`config.mk`:
```
export PLATFORM = sky130hd
export DESIGN_NAME = threshold_dense_to_csr_encoder
export DESIGN_NICKNAME = d
export VERILOG_FILES = /design/src/hdl/tdce_pkg.sv /design/src/hdl/tdce_queue.sv /design/src/hdl/threshold_dense_to_csr_encoder.sv
export VERILOG_INCLUDE_DIRS = /design/src /design/src/hdl
export SDC_FILE = /design/constraint.sdc
export NUM_CORES = 1
export LEC_CHECK = 0
export ABC_AREA = 1
export BUFFER_PORTS_ARGS = -buffer_cell sky130_fd_sc_hd__buf_2
export CORE_MARGIN = 1.5
export CORE_UTILIZATION = 60
export DETAILED_ROUTE_END_ITERATION = 16
export MAX_ROUTING_LAYER = met4
export PLACE_DENSITY = 0.82
export SYNTH_ARGS = -nofsm -noshare
export SYNTH_HDL_FRONTEND = slang
export SYNTH_SLANG_ARGS = --single-unit
```
`constraint.sdc`:
```
create_clock -name clk -period 6.4 [get_ports clk]
set_input_delay 1.28 -clock clk [delete_from_list [all_inputs] [get_ports clk]]
set_output_delay 1.28 -clock clk [all_outputs]
set_load 0.01 [all_outputs]
```
`src/hdl/assert_macros.svh`:
```
// Assertion macros shared by the RTL of the threshold encoder.
// Depends on nothing; SYNTH selects empty bodies for synthesis.
`ifndef ASSERT_MACROS_SVH
`define ASSERT_MACROS_SVH
`ifndef SYNTH
`define ASSERT_ALWAYS(lbl, clk, rstn, prop, msg) \
  lbl: assert property (@(posedge clk) disable iff (!rstn) (prop)) else $error(msg);
`define ASSERT_NEXT(lbl, clk, rstn, ante, cons, msg) \
  lbl: assert property (@(posedge clk) disable iff (!rstn) (ante) |=> (cons)) else $error(msg);
`else
`define ASSERT_ALWAYS(lbl, clk, rstn, prop, msg)
`define ASSERT_NEXT(lbl, clk, rstn, ante, cons, msg)
`endif
`endif

```
`src/hdl/tdce_pkg.sv`:
```
// Shared types, constants and the keep test of the threshold encoder.
// Used by the result queue, the top level, the checker and the testbench.
`default_nettype none
package tdce_pkg;
  localparam int unsigned COL_W = 16;
  localparam int unsigned OFS_W = 33;
  localparam int unsigned LEN_W = 17;
  localparam logic [LEN_W-1:0] FULL_LEN = 17'h10000;
  localparam logic [32:0] MAX_COLS = 33'h0_0001_0000;
  localparam logic [OFS_W-1:0] OFFSET_MAX = 33'h1_0000_0000;
  localparam logic [31:0] ABS_MASK = 32'h7FFF_FFFF;
  localparam logic [31:0] EXP_ONES = 32'h7F80_0000;
  localparam int unsigned QUEUE_DEPTH = 4;

  typedef enum logic {KIND_COL = 1'b0, KIND_OFS = 1'b1} kind_t;
  typedef enum logic {REG_THRESHOLD = 1'b0, REG_ROW_LENGTH = 1'b1} reg_idx_t;

  typedef struct packed {
    kind_t            kind;
    logic [COL_W-1:0] col_index;
    logic [OFS_W-1:0] row_offset;
    logic             last;
  } result_t;

  // Magnitude test on the raw IEEE patterns.
  function automatic logic keep_elem(input logic [31:0] v, input logic [31:0] thr);
    logic [31:0] mag;
    logic [31:0] tmag;
    mag  = v & ABS_MASK;
    tmag = thr & ABS_MASK;
    if (mag > EXP_ONES || tmag > EXP_ONES) return 1'b0;
    if (thr[31]) return 1'b1;
    return mag >= thr;
  endfunction
endpackage
`default_nettype wire

```
`src/hdl/tdce_queue.sv`:
```
// Small result queue that takes up to two results a cycle and emits one while out_stall is low.
// Depends on tdce_pkg for the result type.
`default_nettype none
`include "assert_macros.svh"
module tdce_queue #(
  parameter int unsigned DEPTH = tdce_pkg::QUEUE_DEPTH
) (
  input  wire                    clk,
  input  wire                    rst_n,
  input  wire [1:0]              push_n,
  input  wire tdce_pkg::result_t push0,
  input  wire tdce_pkg::result_t push1,
  output logic                   room2,
  output logic                   out_valid,
  input  wire                    out_stall,
  output tdce_pkg::result_t      out_data
);
  import tdce_pkg::*;
  localparam int unsigned PW = $clog2(DEPTH);
  localparam int unsigned CW = $clog2(DEPTH + 1);

  result_t         mem_r [DEPTH];
  logic [PW-1:0]   wr_r, rd_r;
  logic [CW-1:0]   cnt_r;
  logic            pop;
  logic [PW-1:0]   wr1;

  assign pop       = out_valid && !out_stall;
  assign out_valid = cnt_r != '0;
  assign out_data  = mem_r[rd_r];
  assign room2     = cnt_r <= CW'(DEPTH - 2);
  assign wr1       = wr_r + PW'(1);

  always_ff @(posedge clk) begin
    if (push_n != 2'd0) mem_r[wr_r] <= push0;
    if (push_n == 2'd2) mem_r[wr1] <= push1;
    if (!rst_n) begin
      wr_r  <= '0;
      rd_r  <= '0;
      cnt_r <= '0;
    end else begin
      wr_r  <= wr_r + PW'(push_n);
      rd_r  <= rd_r + PW'(pop);
      cnt_r <= cnt_r + CW'(push_n) - CW'(pop);
    end
  end

  `ASSERT_ALWAYS(a_cnt_bound, clk, rst_n, cnt_r <= CW'(DEPTH), "queue overfilled")
  `ASSERT_ALWAYS(a_push_room, clk, rst_n, push_n == 2'd0 || room2, "push without room")
  `ASSERT_NEXT(a_hold_head, clk, rst_n, out_valid && out_stall, out_valid, "stalled head lost")
endmodule
`default_nettype wire

```
`src/hdl/threshold_dense_to_csr_encoder.sv`:
```
// Top level of the threshold dense-to-CSR encoder.
// Depends on tdce_pkg, tdce_queue and assert_macros.svh.
//
// Usage: one float32 matrix element arrives per input beat (in_value_bits),
// row-major. Each element whose magnitude meets the threshold gives a column
// beat (kind 0). The last element of a row also gives an offset beat (kind 1)
// carrying the cumulative kept count, which saturates at 2^32. out_last marks
// the final beat caused by one element.
// Input path: an accepted beat is held in the input register and then enters
// a four-entry result queue, which drives the result port. The block accepts
// one element per cycle while in_stall is low; an element that gives two
// results needs two result beats, so a long run of such elements fills the
// queue and raises in_stall. Configuration (threshold, row length) is to be
// written over the APB port only while the block is idle; the block does not
// enforce this. Reset clears the column position, the kept count, the queue
// and the registers (threshold +0.0, row length 65536). When the receiver
// stalls, results wait in the queue; once fewer than two free entries remain, a held
// beat raises in_stall and stays in the input register.
`default_nettype none
`include "assert_macros.svh"
module threshold_dense_to_csr_encoder #(
  parameter int unsigned RESULT_DEPTH = tdce_pkg::QUEUE_DEPTH
) (
  input  wire                          clk,
  input  wire                          rst_n,
  input  wire                          in_valid,
  output logic                         in_stall,
  input  wire  [31:0]                  in_value_bits,
  output logic                         out_valid,
  input  wire                          out_stall,
  output logic                         out_kind,
  output logic [tdce_pkg::COL_W-1:0]   out_col_index,
  output logic [tdce_pkg::OFS_W-1:0]   out_row_offset,
  output logic                         out_last,
  input  wire                          psel,
  input  wire                          penable,
  input  wire                          pwrite,
  input  wire  [2:0]                   paddr,
  input  wire  [31:0]                  pwdata,
  output logic [31:0]                  prdata,
  output logic                         pready
);
  import tdce_pkg::*;

  // Configuration registers.
  logic [31:0]      thr_r;
  logic [LEN_W-1:0] len_r;
  reg_idx_t         cfg_sel;

  assign pready  = 1'b1;
  assign cfg_sel = reg_idx_t'(paddr[2]);

  always_ff @(posedge clk) begin
    if (!rst_n) begin
      thr_r <= '0;
      len_r <= FULL_LEN;
    end else if (psel && penable && pwrite) begin
      case (cfg_sel)
        REG_THRESHOLD:  thr_r <= pwdata;
        REG_ROW_LENGTH: len_r <= pwdata[LEN_W-1:0];
        default: ;
      endcase
    end
  end

  always_comb begin
    case (cfg_sel)
      REG_THRESHOLD:  prdata = thr_r;
      REG_ROW_LENGTH: prdata = {{(32-LEN_W){1'b0}}, len_r};
      default:        prdata = '0;
    endcase
  end

  // Input register.
  logic        vld_r;
  logic [31:0] val_r;
  logic        room2;
  logic        advance;

  assign in_stall = vld_r && !room2;
  assign advance  = vld_r && room2;

  always_ff @(posedge clk) begin
    if (in_valid && !in_stall) val_r <= in_value_bits;
    if (!rst_n) vld_r <= 1'b0;
    else        vld_r <= (in_valid && !in_stall) || (vld_r && !room2);
  end

  // Keep test, row end and counters.
  logic [COL_W-1:0] col_r, col_nxt;
  logic [OFS_W-1:0] kept_r, kept_nxt;
  logic [LEN_W-1:0] eff_len;
  logic             kept, row_end;
  logic [LEN_W-1:0] col_p1;
  logic [1:0]       push_n;
  result_t          res_col, res_ofs, push0, push1;

  always_comb begin
    eff_len = len_r;
    if (len_r == '0 || len_r > FULL_LEN) eff_len = FULL_LEN;
    if ({{(33-LEN_W){1'b0}}, eff_len} > MAX_COLS) eff_len = MAX_COLS[LEN_W-1:0];
    kept    = keep_elem(val_r, thr_r);
    col_p1  = {1'b0, col_r} + LEN_W'(1);
    row_end = col_p1 >= eff_len;

    kept_nxt = kept_r;
    if (kept && kept_r < OFFSET_MAX) kept_nxt = kept_r + OFS_W'(1);
    col_nxt = row_end ? '0 : col_p1[COL_W-1:0];

    res_col = '{kind: KIND_COL, col_index: col_r, row_offset: '0, last: !row_end};
    res_ofs = '{kind: KIND_OFS, col_index: '0, row_offset: kept_nxt, last: 1'b1};
    push0   = kept ? res_col : res_ofs;
    push1   = res_ofs;
    push_n  = advance ? (2'(kept) + 2'(row_end)) : 2'd0;
  end

  always_ff @(posedge clk) begin
    if (!rst_n) begin
      col_r  <= '0;
      kept_r <= '0;
    end else if (advance) begin
      col_r  <= col_nxt;
      kept_r <= kept_nxt;
    end
  end

  result_t q_out;

  tdce_queue #(.DEPTH(RESULT_DEPTH)) u_queue (
    .clk      (clk),
    .rst_n    (rst_n),
    .push_n   (push_n),
    .push0    (push0),
    .push1    (push1),
    .room2    (room2),
    .out_valid(out_valid),
    .out_stall(out_stall),
    .out_data (q_out)
  );

  assign out_kind       = q_out.kind;
  assign out_col_index  = q_out.col_index;
  assign out_row_offset = q_out.row_offset;
  assign out_last       = q_out.last;

  `ASSERT_ALWAYS(a_kept_sat, clk, rst_n, kept_r <= OFFSET_MAX, "kept count beyond saturation")
  `ASSERT_NEXT(a_in_hold, clk, rst_n, in_stall, vld_r && $stable(val_r), "input register lost a beat")
  `ASSERT_NEXT(a_row_wrap, clk, rst_n, advance && row_end, col_r == '0, "row end did not wrap column")
endmodule
`default_nettype wire

```
# After elaboration in Yosys (flattened, before gate mapping)
# Memories as Yosys holds them, arrays and structs flattened. A register that Yosys moved wholly into a read port is not among the register bits.
# Index checks and enable logic that the tools add are counted.
[classes]
n_addsub = 8
n_lt_le_gt_ge = 8
eq_ne = 1
mux = 19
n_bitwise = 1
n_reduce_logical = 19
[ops]
columns = ["cell", "n"]
rows = [
  ["one-hot mux 32 bit (2 select lines)", 1],
  ["greater-than comparator 31 bit, second input constant", 2],
  ["two-way mux 51 bit", 1],
  ["greater-than comparator 17 bit, second input constant", 2],
  ["two-way mux 17 bit", 2],
  ["adder 33 x 1 -> 33 bit, second input constant", 1],
  ["< comparator 33 bit, second input constant", 1],
  ["two-way mux 33 bit", 1],
  [">= comparator 31 x 32 -> 1 bit", 1],
  ["adder 16 x 1 -> 17 bit, second input constant", 1],
  [">= comparator 17 bit", 1],
  ["zero test 17 bit", 1],
  ["two-way mux 16 bit", 1],
  ["two-way mux 1 bit", 11],
  ["logical AND 1 bit", 7],
  ["zero test 1 bit", 4],
  ["two-way mux 2 bit", 2],
  ["AND reduction 2 bit", 2],
  ["adder 3 x 2 -> 3 bit", 1],
  ["less-or-equal comparator 3 x 2 -> 1 bit, second input constant", 1],
  ["logical OR 1 bit", 3],
  ["nonzero test 3 bit", 1],
  ["subtractor 3 x 1 -> 3 bit", 1],
  ["adder 1 x 1 -> 2 bit", 1],
  ["other kinds (6)", 6],
]
[word_totals]
ff_bits = 137
ramBits = 204
inputBits = 74
out_inout_bits = 86
n_memories = 1
[mem_list]
columns = ["memory", "depth", "word_bits", "rd", "rd_clocked_by_memory_dff", "write_ports", "line", "rtl"]
rows = [
  ["u_queue.mem_r", 4, 51, 1, 1, 2, "tdce_queue.sv:22", "result_t mem_r [DEPTH];"],
]

# Logic depth before layout (Yosys ltp)
# Gate-level depths: netlist of the first run.
[logic_depth]
ltp_word = 11
depth_mapped = 29
mapped_depth_nobuf = 26

# Modules after synthesis
# From an unflattened synthesis of the first run, not the netlist that was laid out.
[hier_totals]
cells_unflattened = 2341
area_unflattened_um2 = 19165.9
[by_module_without_submodules]
columns = ["module", "instances", "cells_per_inst", "area_each_um2", "seq_area_each_um2"]
rows = [
  ["tdce_queue", 1, 1061, 10312.4, 6266.0],
  ["threshold_dense_to_csr_encoder", 1, 1280, 8853.5, 2912.8],
]

# Worst setup path before layout of the first run
# No wires, ideal clock.
[synth_timing]
path_type = "register to register"
startpoint = "register len_r[8]"
endpoint = "memory u_queue.mem_r[0][41] (netlist bit)"
setup_ns = 0.128
arrival_ns = 4.891
t_required_ns = 6.272
path_slack_ns = 1.381
path_stages_with_launch = 28
synth_period_minus_slack_ns = 5.019
cell_sequence = "dfxtp_1 nor4_1 nand4_1 ha_1 inv_1 clkbuf_1 o41ai_1 nand4_1 nand2_1 clkbuf_1 nand3_1 ha_1 a21o_1 o21ai_0 nand2_1 nand2_1 nand4_1 ha_1 inv_1 nor2_2 nor2_4 inv_2 nand3_4 nand2_1 inv_2 buf_4 nand2_1 o21ai_1"
[synth_rtl]
columns = ["element", "line", "rtl"]
rows = [
  ["start: declaration", "threshold_dense_to_csr_encoder.sv:47", "logic [LEN_W-1:0] len_r;"],
  ["start signal: assignment", "threshold_dense_to_csr_encoder.sv:60", "REG_ROW_LENGTH: len_r <= pwdata[LEN_W-1:0];"],
  ["end: declaration", "tdce_queue.sv:22", ""],
]

==> reports/metrics.csv, run 1 <==
metric;value;unit
dr.pass1.iters;6;
grt_pass1_vias;14900;
wl_per_cell;17.0;um
syn_to_final_growth;11.8;%
core;28800;um^2
min_period;5.59;ns
cts_root_buffer;clkbuf_16;
synth.cell_area;17500;um^2
postCtsSetupRepairBufs;0;
synth_compound_area_share;13.0;%
setup_tns;0;ns
worstPathRequired;6.79;ns
cts_resized;0;
viasPerCell;5.83;
synth-seq-cells;341;
cts_made_buffers;36;
synth-main-ff-cell;dfxtp_1;
layout_common_cells;nand2_1, nor2_1, o21ai_0;
syn-mean-instance-area;7.83;um^2
powerDensity;312;nW/um^2
slew_violations;0;
drive_gt1_share;12.7;%
drv_cap;0;
finalSetupViolCount;0;
critPathLaunchType;register;
grt_max_degree;104;
hold_buffers;0;
path_class;register to register;
r2r_end;u_queue.mem_r[3][48];
start_util;61.0;%
clockBufferDepth;3;
dp_hpwl;30200;um
syn_inst;2240;
whs_path_depth;2;
reg2reg_slack;0.81;ns
clk_latency;0.53;ns
htreeDepth;2;
wirelength;46600;um
worstHoldStart;u_queue.mem_r[1][34];
r2r-start;len_r[12];
antenna_found_initial;1;
final_common_cell;nand2_1;
synth_top_family_by_area;simple AND/OR/NAND/NOR gates;
synth_fp_nets;2374;
final_hold_viol_count;0;
p_leak;8.07;nW
die_h;174;um
min_to;u_queue.mem_r[1][34];
arrival;5.99;ns
skew;0.0184;ns
worst_pin_slew;1.16;ns
clock-sinks;341;
timing.final.crit_share;87.4;%
grt_overflow;0;
io-pin-count;160;
synth-simple-area-share;24.5;%
synth.distinct_cells;44;
status;complete, no violations;
crit_path_end_kind;register;
die_area;30300;um^2
rsz0062_at_grt;no;
fin_area;19600;um^2
yosys.area_share.adder;4.32;%
pre_cts_ws;0.878;ns
synthMuxAreaShare;0;%
async_reset_ff_share;0;%
synth_edf_count;163;
yosysSeqAreaShare;48.2;%
vias;16000;
portBuffers;155;
vdd_drop_max;0.246;mV
critical_path.max_fanout;20;
die_x;174;um
grt_usage;31.4;%
drtIter0Drc;1655;
clk_pin_slew_worst_paths;0.06;ns
placed_area;18500;um^2
grt_pass1_wl;74800;um
reg2regPathDepth;25;
layout_setup_ws;0.807;ns
drc;0;
holdWs;0.457;ns
ys_warn_count;0;
antenna_left;0;
nets;2465;
max_freq;0.179;GHz
rows;62;
cts_tree;built;
synth_xor_area_share;1.80;%
hold_class;register to register;
gp_congestion;0.958;
slew_headroom;22.5;%
## cells by family after synthesis
logic type      Yosys count
compound gates          430
xor+xnor                 36
fa+ha+maj                60
buf+inv                 363
flops                   341
other cells               1
simple gates           1009
## where the power goes
| group | internal, mW | switching, mW | total, mW |
|---|---|---|---|
| clock | 1.19 | 0.848 | 2.04 |
| sequential | 2.43 | 0.109 | 2.54 |
| combinational | 0.483 | 1.07 | 1.55 |
| total | 4.11 | 2.02 | 6.13 |
## final cells by class
cell class / count / area, um^2
fill: 2250 / 9170
sequential: 341 / 8460
multi-input combinational: 1536 / 7660
clock buffer: 53 / 1060
timing repair buffer: 175 / 951
inverter: 241 / 907
tap: 384 / 480
clock inverter: 11 / 93.8
antenna: 1 / 2.50
## how the worst max path moves through the flow
| stage | endpoint | from |
|---|---|---|
| after floorplan | u_queue.mem_r[0][41] | len_r[8] |
| after global placement | u_queue.mem_r[3][5] | len_r[4] |
| after detailed placement | u_queue.mem_r[2][34] | len_r[12] |
| after CTS | u_queue.mem_r[3][48] | len_r[12] |
| after global routing | u_queue.mem_r[3][40] | len_r[12] |
| final | u_queue.mem_r[3][48] | len_r[12] |
## metrics by stage
step | util (%) | total power, mW | std cells
after global placement | 64.1 | 4.05 | 2677
after floorplan | - | 3.59 | 2240
after global routing | 68.1 | 6.39 | 2742
final | 68.1 | 6.13 | 2742
after CTS | 68.1 | 6.12 | 2741
after detailed placement | 64.1 | 4.10 | 2677
## cell usage after synthesis, types with 2 or more instances
cell type | count | area (um^2)
buf_1 | 7 | 26.3
nor2_4 | 4 | 45.0
nand2_2 | 5 | 31.3
a21boi_2 | 3 | 33.8
edfxtp_1 | 163 | 4890
clkbuf_1 | 79 | 297
nand4_1 | 75 | 469
a21o_1 | 2 | 15.0
nor2_2 | 5 | 31.3
nor2b_1 | 2 | 12.5
buf_2 | 26 | 130
o21ai_0 | 206 | 1030
nand2_1 | 469 | 1760
nor4_1 | 5 | 31.3
xor2_1 | 33 | 289
dfxtp_1 | 178 | 3560
o22ai_1 | 51 | 319
nor2_1 | 295 | 1110
o21a_1 | 7 | 52.6
inv_1 | 195 | 732
nor3_2 | 3 | 30.0
o41ai_1 | 4 | 35.0
ha_1 | 59 | 738
nand3_1 | 117 | 586
o21ai_1 | 54 | 270
clkinv_1 | 3 | 11.3
a21oi_1 | 101 | 505
inv_2 | 42 | 158
nor3_1 | 21 | 105
xnor2_1 | 3 | 26.3
nand3_4 | 2 | 35.0
buf_4 | 9 | 67.6
## registers in the layout, summed over array words and instances (netlist names)
name,count
u_queue.mem_r,204
kept_r,33
thr_r,32
val_r,31
len_r,17
col_r,16
u_queue.cnt_r,3
u_queue.rd_r,2
u_queue.wr_r,2
vld_r,1
## layer usage
metal	vias to the layer above	routed length [um]	track usage [%]
li1	7649	-	-
met1	7416	19500	41.7
met2	826	21400	49.8
met3	102	4540	4.51
met4	0	1220	9.77
met5	-	0	-
## worst max-delay path: stages, from the launching register on
cell     delay, ns
dfxtp_1       0.35
nor4_1        0.39
nand4_1       0.20
ha_1          0.31
inv_1         0.39
o41ai_1       0.20
nand4_1       0.13
nand2_1       0.26
nand3_1       0.17
ha_1          0.27
a21oi_1       0.17
nor2_1        0.06
nor3b_1       0.17
nand2_1       0.07
nand2_1       0.06
nand4_1       0.15
ha_1          0.38
inv_1         0.06
nor2_2        0.21
nor2_4        0.08
nor3_4        0.24
inv_2         0.24
nand2_2       0.41
inv_2         0.27
nand2_1       0.13
o21ai_1       0.08
Note: power is estimated with default switching activity, not from simulation.
==> run 2: changes to the inputs <==
==> constraint.sdc (replaced) <==
create_clock -name clk -period 6.4 [get_ports clk]
set_input_delay 0.64 -clock clk [delete_from_list [all_inputs] [get_ports clk]]
set_output_delay 0.64 -clock clk [all_outputs]
set_load 0.01 [all_outputs]
==> reports/metrics.csv, run 2 (synthesis gave the netlist of run 1 again) <==
metric;value;unit;change
path_class;register to register;;unchanged
slew_violations;0;;unchanged
clk_latency;0.53;ns;about the same
reg2regPathDepth;23;;was 25
core;28800;um^2;unchanged
antenna_found_initial;1;;unchanged
htreeDepth;2;;unchanged
rows;62;;unchanged
vdd_drop_max;0.247;mV;was 0.246 mV
portBuffers;155;;unchanged
worst_pin_slew;1.07;ns;was 1.16 ns
hold_class;input port to register;;was register to register
vias;15900;;was 16000
cts_made_buffers;36;;unchanged
start_util;61.0;%;unchanged
grt_max_degree;104;;unchanged
wl_per_cell;17.0;um;about the same
die_area;30300;um^2;unchanged
crit_path_end_kind;register;;unchanged
path_cells;nor4_1 -> nand4_1 -> ha_1 -> inv_1 -> o41ai_1 -> nand4_1 -> nand2_1 -> nand3_1 -> ha_1 -> a21oi_1 -> nor2_1 -> nor3b_1 -> nand2_1 -> nand2_1 -> nand4_1 -> ha_1 -> inv_1 -> nor2_2 -> nor2_4 -> nor3_4 -> inv_2 -> nand2_2 -> buf_4;;
timing.final.crit_share;86.3;%;was 87.4%
grt_pass1_wl;75000;um;was 74800 um
power;6.12;mW;was 6.13 mW
reg2reg_slack;0.88;ns;was 0.81 ns
max_stage_delay;0.39;ns;was 0.41 ns
die_h;174;um;unchanged
dp_hpwl;30300;um;was 30200 um
layout_common_cells;nand2_1, nor2_1, o21ai_0;;unchanged
hold_buffers;0;;unchanged
min_period;5.52;ns;was 5.59 ns
r2r_end;u_queue.mem_r[3][13];;was u_queue.mem_r[3][48]
final_common_cell;nand2_1;;unchanged
finalSetupViolCount;0;;unchanged
powerDensity;312;nW/um^2;about the same
critical_path.max_fanout;20;;unchanged
cts_tree;built;;unchanged
crit_end;u_queue.mem_r[3][13];;was u_queue.mem_r[3][48]
drc;0;;unchanged
worstPathRequired;6.59;ns;was 6.79 ns
postCtsSetupRepairBufs;0;;unchanged
reg.largest.list;u_queue.mem_r x204, kept_r x33, thr_r x32;;unchanged
clk_pin_slew_worst_paths;0.06;ns;about the same
nets;2465;;unchanged
p_leak;8.07;nW;about the same
status;complete, no violations;;unchanged
clock-sinks;341;;unchanged
grt_usage;31.3;%;was 31.4%
viasPerCell;5.80;;was 5.83
cts_root_buffer;clkbuf_16;;unchanged
grt_pass1_vias;15100;;was 14900
rsz0062_at_grt;no;;unchanged
wirelength;46600;um;about the same
gp_congestion;0.951;;was 0.958
cpMaxStageDelayCell;inv_1;;was nand2_2
drv_cap;0;;unchanged
slew_headroom;28.2;%;was 22.5%
drive_gt1_share;12.7;%;about the same
cts_resized;0;;unchanged
die_x;174;um;unchanged
setup_tns;0;ns;unchanged
largest_register_ffs;204;;unchanged
dr.pass1.iters;6;;unchanged
io-pin-count;160;;unchanged
arrival;5.71;ns;was 5.99 ns
critPathLaunchType;register;;unchanged
final_hold_viol_count;0;;unchanged
skew;0.0185;ns;was 0.0184 ns
clockBufferDepth;3;;unchanged
drtIter0Drc;1780;;was 1655
r2r-start;len_r[4];;was len_r[12]
crit_start;len_r[4];;was len_r[12]
syn_to_final_growth;11.7;%;was 11.8%
antenna_left;0;;unchanged
max_freq;0.181;GHz;was 0.179 GHz
regMostFlops;u_queue.mem_r;;unchanged
grt_overflow;0;;unchanged
## run 2: cell types whose count changed in the layout (fill, tap and decap cells not counted), sizes merged
cell,before,now
clkinv,9,16
clkbuf,53,50
clkinvlp,2,1
inv,240,239
## run 2: per-stage QoR
stage	hold WS (ns)	instances	util [%]	area, um^2	setup WS (ns)
finish	0.297	2744	68.1	19600	0.876
global route	0.280	2744	68.1	19600	0.278
CTS	0.283	2743	68.1	19600	0.884
detailed placement	0.441	2677	64.1	18400	0.905
global placement	0.433	2677	64.1	18400	0.977
floorplan	0.422	2240	-	17500	1.38
## run 2: worst min-delay path by stage
stage	from	to	slack, ns	cells after the start
finish	in_value_bits[25]	val_r[25]	0.30	1
global route	in_value_bits[7]	val_r[7]	0.28	1
CTS	in_value_bits[3]	val_r[3]	0.28	1
detailed placement	u_queue.mem_r[1][50]	u_queue.mem_r[1][50]	0.44	2
global placement	u_queue.mem_r[2][35]	u_queue.mem_r[2][35]	0.43	2
floorplan	u_queue.mem_r[2][50]	u_queue.mem_r[2][50]	0.42	2
## run 2: critical path, delay by kind of cell, from the launching register on
| family | cells | cell delay [ns] |
|---|---|---|
| and+or+nand+nor | 14 | 2.46 |
| DFF | 1 | 0.34 |
| buffers and inverters | 4 | 1.07 |
| AOI/OAI and AO/OA | 2 | 0.34 |
| adders and majority gates | 3 | 0.97 |
## run 2: layout make-up
type / instances / area (um^2)
diodes: 1 / 2.50
clock buffers: 50 / 1040
clock inverters: 16 / 114
fillers: 2241 / 9180
inverters: 241 / 907
multi-input cells: 1536 / 7660
flip-flops and latches: 341 / 8460
well taps: 384 / 480
repair buffers: 175 / 938
## run 2: per-layer routing
metal  GRT usage, %  vias up  wire length, um
met1           41.9     7341            19800
met3           4.92      102             4380
met4           9.88        0             1190
met2           49.2      825            21200
li1               -     7642                -
met5              -        -                0
## run 2: where the power goes
part           internal [mW]  total (mW)  leakage (nW)  switching (mW)
Clock                   1.19        2.04         0.568           0.851
Sequential              2.43        2.54          2.77           0.110
Combinational          0.482        1.55          4.73            1.06
Total                   4.10        6.12          8.07            2.02
==> run 3: changes to the inputs <==
- CORE_UTILIZATION: 60 -> 61
- PLACE_DENSITY: 0.82 -> 0.83
- SYNTH_HIERARCHICAL: default -> 1
- clock period: 6.4 -> 6 ns (I/O delays scaled with it)
==> reports/metrics.csv, run 3 <==
metric;value;unit;change
powerDensity;316;nW/um^2;was 312 nW/um^2
synth.cell_area;19200;um^2;was 17500 um^2
synth_compound_area_share;15.4;%;was 13.0%
synth.distinct_cells;48;;was 44
drive_gt1_share;12.7;%;about the same
start_util;62.3;%;was 61.0%
wirelength;49000;um;was 46600 um
drc;0;;unchanged
clk_latency;0.54;ns;was 0.53 ns
grt_usage;30.8;%;was 31.3%
ys_top_cells_by_count;nand2_1, nor2_1, edfxtp_1, inv_1, o21ai_0;;was nand2_1, nor2_1, o21ai_0
synth_top_cell_by_area;edfxtp_1;;unchanged
status;complete, no violations;;unchanged
syn_inst;2341;;was 2240
rows;64;;was 62
grt_pass1_vias;16100;;was 15100
clk_pin_slew_worst_paths;0.07;ns;was 0.06 ns
crit_path_end_kind;register;;unchanged
grt_overflow;0;;unchanged
largest_register_ffs;204;;unchanged
synth-seq-cells;341;;unchanged
hold_class;input port to register;;unchanged
die_h;180;um;was 174 um
syn_to_final_growth;11.2;%;was 11.7%
viasPerCell;5.83;;was 5.80
syn-mean-instance-area;8.19;um^2;was 7.83 um^2
nets;2581;;was 2465
synth_top_family_by_area;simple AND/OR/NAND/NOR gates;;unchanged
synth-simple-area-share;22.5;%;was 24.5%
p_leak;8.39;nW;was 8.07 nW
core;30700;um^2;was 28800 um^2
yosysMostFrequentCell;nand2_1;;unchanged
yosysSeqAreaShare;47.9;%;was 48.2%
layout_common_cells;nand2_1, nor2_1, edfxtp_1;;was nand2_1, nor2_1, o21ai_0
cts_root_buffer;clkbuf_16;;unchanged
final_hold_viol_count;0;;unchanged
critical_path.max_fanout;34;;was 20
skew;0.0202;ns;was 0.0185 ns
portBuffers;155;;unchanged
grt_max_degree;105;;was 104
arrival;5.66;ns;was 5.71 ns
finalSetupViolCount;0;;unchanged
final_common_cell;nand2_1;;unchanged
yosys.area_share.adder;3.76;%;was 4.32%
holdWs;0.246;ns;was 0.297 ns
setup_tns;0;ns;unchanged
cts_made_buffers;38;;was 36
antenna_left;0;;unchanged
path_class;register to register;;unchanged
timing.final.crit_share;91.0;%;was 86.3%
reg.largest.list;u_queue/mem_r x204, kept_r x33, thr_r x32;;was u_queue.mem_r x204, kept_r x33, thr_r x32
synth_xor_area_share;1.42;%;was 1.80%
worst_pin_slew;1.11;ns;was 1.07 ns
layout_setup_ws;0.538;ns;was 0.876 ns
clockBufferDepth;3;;unchanged
reg2reg_slack;0.54;ns;was 0.88 ns
htreeDepth;2;;unchanged
pre_cts_ws;0.451;ns;was 0.905 ns
drv_cap;0;;unchanged
vias;16800;;was 15900
grt_pass1_wl;78600;um;was 75000 um
synthMuxAreaShare;0;%;unchanged
slew_headroom;25.9;%;was 28.2%
antenna_found_initial;2;;was 1
clock-sinks;341;;unchanged
critPathLaunchType;register;;unchanged
synth_top_area_share;36.8;%;was 27.9%
wl_per_cell;17.0;um;about the same
ys_warn_count;6;;was 0
synth-main-ff-cell;edfxtp_1;;was dfxtp_1
io-pin-count;160;;unchanged
drtIter0Drc;1602;;was 1780
cts_tree;built;;unchanged
worstPathRequired;6.19;ns;was 6.59 ns
async_reset_ff_share;0;%;unchanged
synth.area.top_cells;edfxtp_1, dfxtp_1, nand2_1, o21ai_0, nor2_1;;was edfxtp_1, dfxtp_1, nand2_1, nor2_1, o21ai_0
dp_hpwl;31300;um;was 30300 um
max_freq;0.183;GHz;was 0.181 GHz
vdd_drop_max;0.287;mV;was 0.247 mV
regMostFlops;u_queue/mem_r;;was u_queue.mem_r
dr.pass1.iters;8;;was 6
slew_violations;0;;unchanged
die_x;180;um;was 174 um
gp_congestion;0.953;;was 0.951
min_period;5.46;ns;was 5.52 ns
synth_edf_count;235;;was 163
rsz0062_at_grt;no;;unchanged
die_area;32500;um^2;was 30300 um^2
run 3: changes by cell type after synthesis, moves of 17 or more:
cell and change:
edfxtp_1 +72, dfxtp_1 -72, inv_2 -38, nand4_1 -42, nand2_1 +53, nand3_1 -51, inv_1 +40, o21ai_1 +86
a21oi_1 +17, o21ai_0 +27, buf_6 +29
run 3: layout make-up:
cell class                      count  area (um^2)
Antenna cell                        2         5.00
Inverter                          240          901
Fill cell                        2344         9440
Clock inverter                     10          173
Sequential cell                   341         9180
Tap cell                          396          495
Clock buffer                       59         1080
Multi-Input combinational cell   1648         8390
Timing Repair Buffer              181         1080
run 3: final timing paths:
| path | start | endpoint | cells past startpoint |
|---|---|---|---|
| setup / recovery | len_r[5] | u_queue/mem_r[2][20] | 24 |
| hold / removal | in_value_bits[13] | val_r[13] | 1 |
| setup reg to reg | len_r[5] | u_queue/mem_r[2][20] | 24 |
| hold reg to reg | col_r[15] | col_r[15] | 2 |
run 3: critical path: stages, from the launching register on:
cell and delay [ns]:
dfxtp_1 0.34, or2_2 0.30, nor4_1 0.33, nand4_1 0.18, ha_1 0.39, inv_1 0.20, o21ai_0 0.13, nand2_1 0.10
o21bai_4 0.31, nand3_1 0.13, ha_1 0.32, nand2_1 0.05, inv_1 0.06, nand3_1 0.08, nor3_1 0.23, nand4_1 0.12
nand4_1 0.19, ha_1 0.17, inv_1 0.10, nor2_1 0.27, inv_2 0.09, nor2_4 0.26, nand2_8 0.24, nand2_2 0.18
buf_4 0.30
run 3: cell families (layout without fill, tap and decap cells):
group,after synthesis,count (layout)
AO/OA/AOI/OAI,563,563
AND/OR/NAND/NOR,978,978
buffers and inverters,369,490
adder cells (fa/ha/maj),57,57
other,2,21
XOR/XNOR,31,31
flip-flops,341,341
run 3: per-stage QoR:
stage	instance area (um^2)	util, %	total power [mW]	std cells
2_1_floorplan	19200	-	3.90	2358
3_5_place_dp	20000	65.2	4.40	2806
3_3_place_gp	20000	65.2	4.33	2806
5_1_grt	21300	69.3	7.03	2877
6_report	21300	69.3	6.73	2877
4_1_cts	21300	69.2	6.73	2875
run 3: report_power, final:
| group | switching [mW] | internal [mW] |
|---|---|---|
| registers | 0.0996 | 2.69 |
| logic | 1.08 | 0.515 |
| clock network | 0.931 | 1.42 |
run 3: metal layers:
layer | part of all wire (%) | track usage [%] | wire length (um) | vias up
li1 | - | - | - | 8089
met1 | 41 | 38.8 | 20100 | 7783
met2 | 48 | 51.6 | 23400 | 765
met3 | 8.1 | 3.92 | 3950 | 129
met4 | 3.1 | 10.7 | 1530 | 0
met5 | 0 | - | 0 | -
run 3: timing repair:
action / in CTS / in global routing
gates resized for setup: 0 / 2
setup buffers: 0 / 0
setup endpoints to repair: 0 / 116
hold buffers: 0 / 0
